## config.mk

```make
export PLATFORM = sky130hd
export DESIGN_NAME = gyro_accel_attitude_filter
export DESIGN_NICKNAME = d
export VERILOG_FILES = /design/src/gaaf_pkg.sv /design/src/gyro_accel_attitude_filter.sv /design/src/gaaf_cfg_regs.sv /design/src/gaaf_yaw_path.sv /design/src/gaaf_roll_path.sv
export SDC_FILE = /design/constraint.sdc
export NUM_CORES = 2
export LEC_CHECK = 0
export BUFFER_PORTS_ARGS = -buffer_cell sky130_fd_sc_hd__buf_2
export CORE_AREA = 2 2 317 319
export DETAILED_ROUTE_END_ITERATION = 8
export DIE_AREA = 0 0 319 321
export GPL_TIMING_DRIVEN = 0
export PLACE_DENSITY_LB_ADDON = 0.08
export SYNTH_ARGS = -nofsm -noshare
export SYNTH_HDL_FRONTEND = slang
export SYNTH_SLANG_ARGS = --single-unit
export TNS_END_PERCENT = 1
```

## constraint.sdc

```tcl
create_clock -name clk -period 17.8 [get_ports clk]
set_input_delay 1.78 -clock clk [delete_from_list [all_inputs] [get_ports clk]]
set_output_delay 1.78 -clock clk [all_outputs]
set_load 0.01 [all_outputs]
```

## src/gaaf_pkg.sv

```systemverilog
// ----------------------------------------------------------------------------
// gaaf_pkg
// Shared constants and types for the gyro/accelerometer attitude filter.
// ----------------------------------------------------------------------------
`default_nettype none

package gaaf_pkg;

    localparam int BIAS_FRACTION_BITS = 4;

    localparam int YAW_RATE_SHIFT    = 10;
    localparam int YAW_FILTER_SHIFT  = 3;
    localparam int ROLL_FILTER_SHIFT = 3;
    localparam int ROLL_GYRO_SHIFT   = 14;
    localparam int R_ANGLE           = 5;
    localparam int C1_R              = 7;

    localparam logic signed [31:0] C1_ROUND    = 32'sd64;
    localparam logic signed [31:0] C2_ROUND    = 32'sd16384;
    localparam logic signed [31:0] INTEG_ROUND = 32'sd256;

    localparam int CFG_INDEX_W = 3;
    localparam int CFG_DATA_W  = 24;

    typedef enum logic [CFG_INDEX_W-1:0] {
        CFG_YAW_GYRO_BIAS         = 3'd0,
        CFG_ROLL_ACCEL_OFFSET     = 3'd1,
        CFG_ROLL_GYRO_BIAS_START  = 3'd2,
        CFG_ACCEL_RATIO           = 3'd3,
        CFG_YAW_GAIN_SHIFT        = 3'd4,
        CFG_ROLL_ANGLE_GAIN_SHIFT = 3'd5,
        CFG_ROLL_RATE_GAIN_SHIFT  = 3'd6
    } cfg_index_t;

    typedef struct packed {
        logic [13:0] yaw_gyro_bias;
        logic [21:0] roll_accel_offset;
        logic [23:0] roll_gyro_bias_start;
        logic [11:0] accel_ratio;
        logic [4:0]  yaw_gain_shift;
        logic [3:0]  roll_angle_gain_shift;
        logic [3:0]  roll_rate_gain_shift;
    } cfg_t;

    localparam logic [11:0] ACCEL_RATIO_RESET           = 12'd2000;
    localparam logic [4:0]  YAW_GAIN_SHIFT_RESET        = 5'd10;
    localparam logic [3:0]  ROLL_ANGLE_GAIN_SHIFT_RESET = 4'd6;
    localparam logic [3:0]  ROLL_RATE_GAIN_SHIFT_RESET  = 4'd8;

endpackage

`default_nettype wire

```

## src/gyro_accel_attitude_filter.sv

```systemverilog
// ----------------------------------------------------------------------------
// gyro_accel_attitude_filter
// Fixed-point complementary attitude filter. Each accepted sample transaction
// yields exactly one result transaction carrying the yaw command, the roll
// command and the updated roll angle. A sample is captured in the input
// register (the accelerometer scaling multiply is done on the way in). When
// the result register is empty or being taken, the filter state is updated
// and the result register loads at the same edge. One sample is accepted
// every cycle while sample stall is low; the rate is set by the single pass
// through the filter update between the input and result registers, whose
// state feeds back within that pass. Sample stall is raised only while the
// input register is full and the result register is full and stalled.
// Configuration writes take effect at the next edge.
// ----------------------------------------------------------------------------
`default_nettype none

module gyro_accel_attitude_filter
(
    input  wire logic                             clk,
    input  wire logic                             rst_n,

    input  wire logic                             cfg_write_en,
    input  wire logic [gaaf_pkg::CFG_INDEX_W-1:0] cfg_index,
    input  wire logic [gaaf_pkg::CFG_DATA_W-1:0]  cfg_data,

    input  wire logic                             sample_valid,
    output logic                                  sample_stall,
    input  wire logic [9:0]                       yaw_gyro,
    input  wire logic [9:0]                       roll_gyro,
    input  wire logic [9:0]                       roll_accel,
    input  wire logic signed [7:0]                roll_setpoint,
    input  wire logic signed [7:0]                yaw_setpoint,
    input  wire logic                             reload_bias,

    output logic                                  result_valid,
    input  wire logic                             result_stall,
    output logic signed [31:0]                    yaw_command,
    output logic signed [31:0]                    roll_command,
    output logic signed [31:0]                    roll_angle_out
);

    gaaf_pkg::cfg_t cfg;

    logic               sample_accept;
    logic               result_load;
    logic [21:0]        accel_product;
    logic signed [31:0] accel_angle;

    logic               s1_valid_reg;
    logic               s1_valid_next;
    logic [9:0]         s1_yaw_gyro_reg;
    logic [9:0]         s1_roll_gyro_reg;
    logic signed [31:0] s1_accel_angle_reg;
    logic signed [7:0]  s1_roll_setpoint_reg;
    logic signed [7:0]  s1_yaw_setpoint_reg;
    logic               s1_reload_bias_reg;

    logic               result_valid_reg;
    logic               result_valid_next;
    logic signed [31:0] yaw_command_reg;
    logic signed [31:0] roll_command_reg;
    logic signed [31:0] roll_angle_out_reg;

    logic signed [31:0] yaw_command_calc;
    logic signed [31:0] roll_command_calc;
    logic signed [31:0] roll_angle_calc;

    gaaf_cfg_regs u_cfg_regs
    (
        .clk          (clk),
        .rst_n        (rst_n),
        .cfg_write_en (cfg_write_en),
        .cfg_index    (cfg_index),
        .cfg_data     (cfg_data),
        .cfg          (cfg)
    );

    always_comb
    begin
        result_load   = s1_valid_reg && (!result_valid_reg || !result_stall);
        sample_stall  = s1_valid_reg && result_valid_reg && result_stall;
        sample_accept = sample_valid && !sample_stall;

        if (sample_accept)
            s1_valid_next = 1'b1;
        else if (result_load)
            s1_valid_next = 1'b0;
        else
            s1_valid_next = s1_valid_reg;

        if (result_load)
            result_valid_next = 1'b1;
        else if (!result_stall)
            result_valid_next = 1'b0;
        else
            result_valid_next = result_valid_reg;

        accel_product = 22'(roll_accel) * 22'(cfg.accel_ratio);
        accel_angle   = signed'(32'(accel_product) - 32'(cfg.roll_accel_offset));
    end

    always_ff @(posedge clk or negedge rst_n)
    begin
        if (!rst_n)
        begin
            s1_valid_reg     <= 1'b0;
            result_valid_reg <= 1'b0;
        end
        else
        begin
            s1_valid_reg     <= s1_valid_next;
            result_valid_reg <= result_valid_next;
        end
    end

    always_ff @(posedge clk)
    begin
        if (sample_accept)
        begin
            s1_yaw_gyro_reg      <= yaw_gyro;
            s1_roll_gyro_reg     <= roll_gyro;
            s1_accel_angle_reg   <= accel_angle;
            s1_roll_setpoint_reg <= roll_setpoint;
            s1_yaw_setpoint_reg  <= yaw_setpoint;
            s1_reload_bias_reg   <= reload_bias;
        end
        if (result_load)
        begin
            yaw_command_reg    <= yaw_command_calc;
            roll_command_reg   <= roll_command_calc;
            roll_angle_out_reg <= roll_angle_calc;
        end
    end

    gaaf_yaw_path u_yaw_path
    (
        .clk            (clk),
        .rst_n          (rst_n),
        .update_en      (result_load),
        .yaw_gyro_bias  (cfg.yaw_gyro_bias),
        .yaw_gain_shift (cfg.yaw_gain_shift),
        .yaw_gyro       (s1_yaw_gyro_reg),
        .yaw_setpoint   (s1_yaw_setpoint_reg),
        .yaw_command    (yaw_command_calc)
    );

    gaaf_roll_path u_roll_path
    (
        .clk                   (clk),
        .rst_n                 (rst_n),
        .update_en             (result_load),
        .roll_gyro_bias_start  (cfg.roll_gyro_bias_start),
        .roll_angle_gain_shift (cfg.roll_angle_gain_shift),
        .roll_rate_gain_shift  (cfg.roll_rate_gain_shift),
        .roll_gyro             (s1_roll_gyro_reg),
        .accel_angle           (s1_accel_angle_reg),
        .roll_setpoint         (s1_roll_setpoint_reg),
        .reload_bias           (s1_reload_bias_reg),
        .roll_command          (roll_command_calc),
        .roll_angle            (roll_angle_calc)
    );

    assign result_valid   = result_valid_reg;
    assign yaw_command    = yaw_command_reg;
    assign roll_command   = roll_command_reg;
    assign roll_angle_out = roll_angle_out_reg;

    a_accept_fills_s1 : assert property (@(posedge clk) disable iff (!rst_n)
        sample_accept |=> s1_valid_reg)
        else $error("accepted sample transaction not held in input register");

    a_s1_moves_to_result : assert property (@(posedge clk) disable iff (!rst_n)
        (s1_valid_reg && !(result_valid_reg && result_stall)) |=> result_valid_reg)
        else $error("input register advanced without a result transaction");

    a_blocked_s1_holds : assert property (@(posedge clk) disable iff (!rst_n)
        (s1_valid_reg && result_valid_reg && result_stall)
        |=> (s1_valid_reg && $stable(s1_accel_angle_reg) && $stable(s1_yaw_gyro_reg)
             && $stable(s1_roll_gyro_reg)))
        else $error("blocked input register lost its transaction");

endmodule

`default_nettype wire

```

## src/gaaf_cfg_regs.sv

```systemverilog
// ----------------------------------------------------------------------------
// gaaf_cfg_regs
// Configuration register file, written through a plain write port.
// ----------------------------------------------------------------------------
`default_nettype none

module gaaf_cfg_regs
(
    input  wire logic                                 clk,
    input  wire logic                                 rst_n,
    input  wire logic                                 cfg_write_en,
    input  wire logic [gaaf_pkg::CFG_INDEX_W-1:0]     cfg_index,
    input  wire logic [gaaf_pkg::CFG_DATA_W-1:0]      cfg_data,
    output gaaf_pkg::cfg_t                            cfg
);

    gaaf_pkg::cfg_t cfg_reg;
    gaaf_pkg::cfg_t cfg_next;

    always_comb
    begin
        cfg_next = cfg_reg;
        if (cfg_write_en)
        begin
            case (gaaf_pkg::cfg_index_t'(cfg_index))
                gaaf_pkg::CFG_YAW_GYRO_BIAS:
                    cfg_next.yaw_gyro_bias = cfg_data[13:0];
                gaaf_pkg::CFG_ROLL_ACCEL_OFFSET:
                    cfg_next.roll_accel_offset = cfg_data[21:0];
                gaaf_pkg::CFG_ROLL_GYRO_BIAS_START:
                    cfg_next.roll_gyro_bias_start = cfg_data[23:0];
                gaaf_pkg::CFG_ACCEL_RATIO:
                    cfg_next.accel_ratio = cfg_data[11:0];
                gaaf_pkg::CFG_YAW_GAIN_SHIFT:
                    cfg_next.yaw_gain_shift = cfg_data[4:0];
                gaaf_pkg::CFG_ROLL_ANGLE_GAIN_SHIFT:
                    cfg_next.roll_angle_gain_shift = cfg_data[3:0];
                gaaf_pkg::CFG_ROLL_RATE_GAIN_SHIFT:
                    cfg_next.roll_rate_gain_shift = cfg_data[3:0];
                default:
                    cfg_next = cfg_reg;
            endcase
        end
    end

    always_ff @(posedge clk or negedge rst_n)
    begin
        if (!rst_n)
        begin
            cfg_reg.yaw_gyro_bias         <= '0;
            cfg_reg.roll_accel_offset     <= '0;
            cfg_reg.roll_gyro_bias_start  <= '0;
            cfg_reg.accel_ratio           <= gaaf_pkg::ACCEL_RATIO_RESET;
            cfg_reg.yaw_gain_shift        <= gaaf_pkg::YAW_GAIN_SHIFT_RESET;
            cfg_reg.roll_angle_gain_shift <= gaaf_pkg::ROLL_ANGLE_GAIN_SHIFT_RESET;
            cfg_reg.roll_rate_gain_shift  <= gaaf_pkg::ROLL_RATE_GAIN_SHIFT_RESET;
        end
        else
        begin
            cfg_reg <= cfg_next;
        end
    end

    assign cfg = cfg_reg;

endmodule

`default_nettype wire

```

## src/gaaf_yaw_path.sv

```systemverilog
// ----------------------------------------------------------------------------
// gaaf_yaw_path
// Yaw rate bias removal, first-order low-pass and scaled yaw command.
// ----------------------------------------------------------------------------
`default_nettype none

module gaaf_yaw_path
(
    input  wire logic               clk,
    input  wire logic               rst_n,
    input  wire logic               update_en,
    input  wire logic [13:0]        yaw_gyro_bias,
    input  wire logic [4:0]         yaw_gain_shift,
    input  wire logic [9:0]         yaw_gyro,
    input  wire logic signed [7:0]  yaw_setpoint,
    output logic signed [31:0]      yaw_command
);

    logic signed [31:0] yaw_rate_filtered_reg;
    logic signed [31:0] yaw_rate_filtered_next;
    logic signed [31:0] dy;
    logic               gain_small;
    logic [3:0]         shr_amt;
    logic [4:0]         shl_amt;
    logic signed [31:0] scaled_rate;

    always_comb
    begin
        dy = (32'(yaw_gyro) << gaaf_pkg::YAW_RATE_SHIFT)
           - (32'(yaw_gyro_bias)
              << (gaaf_pkg::YAW_RATE_SHIFT - gaaf_pkg::BIAS_FRACTION_BITS));
        yaw_rate_filtered_next = yaw_rate_filtered_reg
                               - (yaw_rate_filtered_reg >>> gaaf_pkg::YAW_FILTER_SHIFT)
                               + (dy >>> gaaf_pkg::YAW_RATE_SHIFT);

        gain_small = (yaw_gain_shift <= 5'(gaaf_pkg::YAW_RATE_SHIFT));
        shr_amt    = 4'(5'(gaaf_pkg::YAW_RATE_SHIFT) - yaw_gain_shift);
        shl_amt    = 5'(yaw_gain_shift - 5'(gaaf_pkg::YAW_RATE_SHIFT));
        if (gain_small)
            scaled_rate = yaw_rate_filtered_next >>> shr_amt;
        else
            scaled_rate = yaw_rate_filtered_next << shl_amt;

        yaw_command = 32'(yaw_setpoint) + scaled_rate;
    end

    always_ff @(posedge clk or negedge rst_n)
    begin
        if (!rst_n)
            yaw_rate_filtered_reg <= '0;
        else if (update_en)
            yaw_rate_filtered_reg <= yaw_rate_filtered_next;
    end

endmodule

`default_nettype wire

```

## src/gaaf_roll_path.sv

```systemverilog
// ----------------------------------------------------------------------------
// gaaf_roll_path
// Roll gyro/accelerometer fusion: rate filter, angle integration, angle
// correction, bias adaptation and roll command.
// ----------------------------------------------------------------------------
`default_nettype none

module gaaf_roll_path
(
    input  wire logic               clk,
    input  wire logic               rst_n,
    input  wire logic               update_en,
    input  wire logic [23:0]        roll_gyro_bias_start,
    input  wire logic [3:0]         roll_angle_gain_shift,
    input  wire logic [3:0]         roll_rate_gain_shift,
    input  wire logic [9:0]         roll_gyro,
    input  wire logic signed [31:0] accel_angle,
    input  wire logic signed [7:0]  roll_setpoint,
    input  wire logic               reload_bias,
    output logic signed [31:0]      roll_command,
    output logic signed [31:0]      roll_angle
);

    logic signed [31:0] roll_rate_filtered_reg;
    logic signed [31:0] roll_rate_filtered_next;
    logic signed [31:0] roll_angle_est_reg;
    logic signed [31:0] roll_angle_est_next;
    logic signed [31:0] roll_bias_est_reg;
    logic signed [31:0] roll_bias_est_next;
    logic signed [31:0] bias_eff;
    logic signed [31:0] dr;
    logic signed [31:0] angle_integ;
    logic signed [31:0] err;
    logic signed [31:0] neg_angle;
    logic [3:0]         p1;
    logic [3:0]         p2;
    logic [3:0]         shr_angle;
    logic [3:0]         shr_rate;

    always_comb
    begin
        if (reload_bias)
            bias_eff = signed'(32'(roll_gyro_bias_start));
        else
            bias_eff = roll_bias_est_reg;

        dr = (32'(roll_gyro) << gaaf_pkg::ROLL_GYRO_SHIFT) - bias_eff;
        roll_rate_filtered_next = roll_rate_filtered_reg
                                - (roll_rate_filtered_reg >>> gaaf_pkg::ROLL_FILTER_SHIFT)
                                + (dr >>> gaaf_pkg::ROLL_FILTER_SHIFT);

        angle_integ = roll_angle_est_reg
                    + ((roll_rate_filtered_next + gaaf_pkg::INTEG_ROUND)
                       >>> (gaaf_pkg::ROLL_GYRO_SHIFT - gaaf_pkg::R_ANGLE));
        roll_angle_est_next = angle_integ
                            - ((angle_integ - accel_angle + gaaf_pkg::C1_ROUND)
                               >>> gaaf_pkg::C1_R);
        err = roll_angle_est_next - accel_angle;
        roll_bias_est_next = bias_eff
                           + ((err + gaaf_pkg::C2_ROUND)
                              >>> gaaf_pkg::ROLL_GYRO_SHIFT);

        // clamp gain shifts so the right shift never goes negative
        if (roll_angle_gain_shift > 4'(gaaf_pkg::ROLL_GYRO_SHIFT))
            p1 = 4'(gaaf_pkg::ROLL_GYRO_SHIFT);
        else
            p1 = roll_angle_gain_shift;
        if (roll_rate_gain_shift > 4'(gaaf_pkg::ROLL_GYRO_SHIFT))
            p2 = 4'(gaaf_pkg::ROLL_GYRO_SHIFT);
        else
            p2 = roll_rate_gain_shift;
        shr_angle = 4'(gaaf_pkg::ROLL_GYRO_SHIFT) - p1;
        shr_rate  = 4'(gaaf_pkg::ROLL_GYRO_SHIFT) - p2;

        neg_angle    = 32'sd0 - roll_angle_est_next;
        roll_command = 32'(roll_setpoint) + (neg_angle >>> shr_angle)
                     - (roll_rate_filtered_next >>> shr_rate);
        roll_angle   = roll_angle_est_next;
    end

    always_ff @(posedge clk or negedge rst_n)
    begin
        if (!rst_n)
        begin
            roll_rate_filtered_reg <= '0;
            roll_angle_est_reg     <= '0;
            roll_bias_est_reg      <= '0;
        end
        else if (update_en)
        begin
            roll_rate_filtered_reg <= roll_rate_filtered_next;
            roll_angle_est_reg     <= roll_angle_est_next;
            roll_bias_est_reg      <= roll_bias_est_next;
        end
    end

endmodule

`default_nettype wire

```

==> run_results.csv <==
group,metric,value,unit
synthesis,ys_types,105,
worst_setup_path,worst_path_max_delay_cell,"fa_1",
drt,routedWlPerCell,21.4,µm
synthesis,syn_nets,5458,
global_route,grt_start_max_net_pins,113,
sta,fin_skew,0.0533,ns
drt,antenna_left,0,
die,start_util,0.416,
sta,period_needed,17.16,ns
global_route,antenna_found_initial,7,
sta,slew_headroom,0.126,
synthesis,netlist_area,41300,µm²
sta,holdWs,0.480,ns
synthesis,synth-seq-cells,371,
drt,dr.pass1.iters,6,
synthesis,synthArstFlopShare,0.580,
worst_setup_path,crit_start,"s1_reload_bias_reg",
synthesis,synth_seq_area_share,0.244,
clock_tree,cts_made_buffers,48,
status,outcome,"completed",
global_route,grt-ovfl-total,0,
synthesis,ys_warn_count,0,
sta,fmax,0.0583,GHz
synthesis,synth.cells.most_frequent,"529 x nand2_1, 436 x ha_1, 396 x inv_1",
worst_setup_path,rrSetupSlack,0.64,ns
final_layout,drive_gt1_frac,0.154,
global_route,grt_pass1_vias,34602,
worst_setup_path,r2r-start,"s1_reload_bias_reg",
synthesis,synth_top_cell_by_area,"ha_1",
die,die_height,321,µm
clock_tree,clockBufferDepth,3,
synthesis,synth_most_common_cell,"nand2_1",
drt,drt_wl_total,137000,µm
drt,drc,0,
drt,vias,35894,
sta,setup_slack,0.638,ns
die,coreArea,99300,µm²
final_layout,filler_cell_count,9698,
drt,drt_iter0_markers,2640,
final_layout,areaGrowthSynthToFinish,16.6,%
die,die-width,319,µm
clock_tree,clkSinkCount,371,
sta,setup-violations-final,0,
die,fp.dieArea,102000,µm²
clock_tree,h-tree-depth,2,
worst_setup_path,crit_required,18.18,ns
worst_setup_path,path_common_cell,"a21o_1",
place,numPortBuffers,175,
synthesis,synthTopCellsByArea,"ha_1 13%, dfrtp_1 12%, edfxtp_1 11%",
global_route,grt_pass1_wl,208000,µm
sta,hold_violations,0,
global_route,track_usage,0.261,
final_layout,largest_reg_flops,85,
synthesis,synth_edf_count,156,
place,gp_congestion,0.944,
hold_path,hp-class,"reg2reg",
die,rows,116,
die,io_pins,177,
synthesis,netlist.area_leader.share,0.132,
worst_setup_path,cp.arrival,17.54,ns
flow_run,maxCapViolations,0,
clock_tree,root_buffer,"clkbuf_16",
sta,fin_tns_setup,0,ns
synthesis,avgSynthCellArea,8.70,µm²
worst_setup_path,crit_fanout,7,
worst_setup_path,end_kind,"flip-flop",
clock_tree,clk_pin_slew,0.06,ns
worst_setup_path,slowest_delay,0.59,ns
clock_tree,cts_tree,"yes",
worst_setup_path,cp-start-kind,"flip-flop",
worst_setup_path,worstSetupPathType,"reg2reg",
synthesis,ys.flop_type,"dfrtp_1",
place,hpwl,108000,µm
hold_path,hold_start,"u_roll_path.roll_bias_est_reg[9]",
final_layout,layout.nets,5762,
synthesis,synthCells,4747,
place,place_ws,-3.27,ns
clock_tree,insertion_delay,0.66,ns
sta,worst_pin_slew,1.30,ns
drt,via_per_inst,5.62,
sta,finalMaxSlewViolations,0,
sta,fin_crit_sh,0.964,
clock_tree,cts_hold_buf,0,
## layer usage
layer	global-route usage	vias to the layer above	wire length, µm	share of wire
li1	-	17339	-	-
met5	0	-	43	0.00032
met4	0.0752	6	4140	0.030
met1	0.367	17431	63200	0.46
met2	0.426	939	62400	0.46
met3	0.0276	179	6660	0.049
## worst max-delay path: cells and delay by family (launching register included)
| family | cells | cell delay (ns) |
|---|---|---|
| AO/OA/AOI/OAI | 35 | 6.16 |
| XOR/XNOR | 8 | 1.68 |
| adder cells (fa/ha/maj) | 8 | 2.80 |
| buffers and inverters | 5 | 0.80 |
| flip-flops | 1 | 0.49 |
| multiplexers | 2 | 0.45 |
| AND/OR/NAND/NOR | 16 | 4.51 |
## per-stage QoR
stage                     area, µm²  instances   util
final                         48100       6390  0.485
after global placement        43800       6220  0.441
after floorplan               41300       4747      -
after CTS                     46500       6339  0.469
after detailed placement      44000       6227  0.443
after global routing          48100       6390  0.485
## logic make-up (layout without fill, tap and decap cells)
logic type               Yosys count  count (layout)  synth area share
AND/OR/NAND/NOR                 1371            1371             0.154
adder cells (fa/ha/maj)          632             632             0.227
multiplexers                     233             233            0.0626
AO/OA/AOI/OAI                   1228            1229             0.188
other                              0               1                 0
XOR/XNOR                         320             320            0.0702
flip-flops                       371             371             0.244
buffers and inverters            592             935            0.0542
## what timing repair did
| action | in CTS | in global routing |
|---|---|---|
| buffers inserted | 26 | 51 |
| pin swaps | 15 | 65 |
| resized for setup | 133 | 233 |
| setup endpoints to repair | 41 | 28 |
| cloned | 0 | 2 |
## worst paths after layout
check / endpoint / cells after the start
setup / recovery: roll_command[30] / 74
setup reg to reg: roll_command[30] / 74
min in group asynchronous: u_roll_path.roll_angle_est_reg[29] / 1
max in group asynchronous: u_roll_path.roll_bias_est_reg[15] / 3
hold reg to reg: u_roll_path.roll_bias_est_reg[9] / 2
hold / removal: u_roll_path.roll_bias_est_reg[9] / 2
## placed cells by master, fill, tap and decap left out, types with 25 or more instances in the layout
cell type and instances:
a211oi_1 35, a21o_1 114, a21oi_1 264, a31oi_1 33
and2_1 74, buf_2 177, buf_4 78, clkbuf_1 154
clkbuf_16 49, dfrtp_1 204, edfxtp_1 156, fa_1 196
ha_1 406, inv_1 390, mux2_2 97, mux2i_1 110
nand2_1 529, nand2b_1 59, nand3_1 66, nor2_1 340
nor2b_1 31, nor3_1 83, o211ai_1 46, o21a_1 56
o21ai_0 339, o21ai_1 35, o21bai_1 30, o22ai_1 25
or3_1 28, xnor2_1 174, xnor2_2 30, xor2_1 78
## cell type report
class	instances	area, µm²	share of cell area
diodes	1	2.50	0.0000520
well taps	1298	1620	0.0337
clock inverters	33	344	0.00715
clock buffers	57	1270	0.0263
inverters	409	1540	0.0321
plain buffers	176	716	0.0149
flip-flops and latches	371	10100	0.209
repair buffers	260	1640	0.0342
multi-input cells	3785	30900	0.642
Power is not shown: default switching activity piles up to over one toggle a cycle in this logic, so the estimate is an artifact.
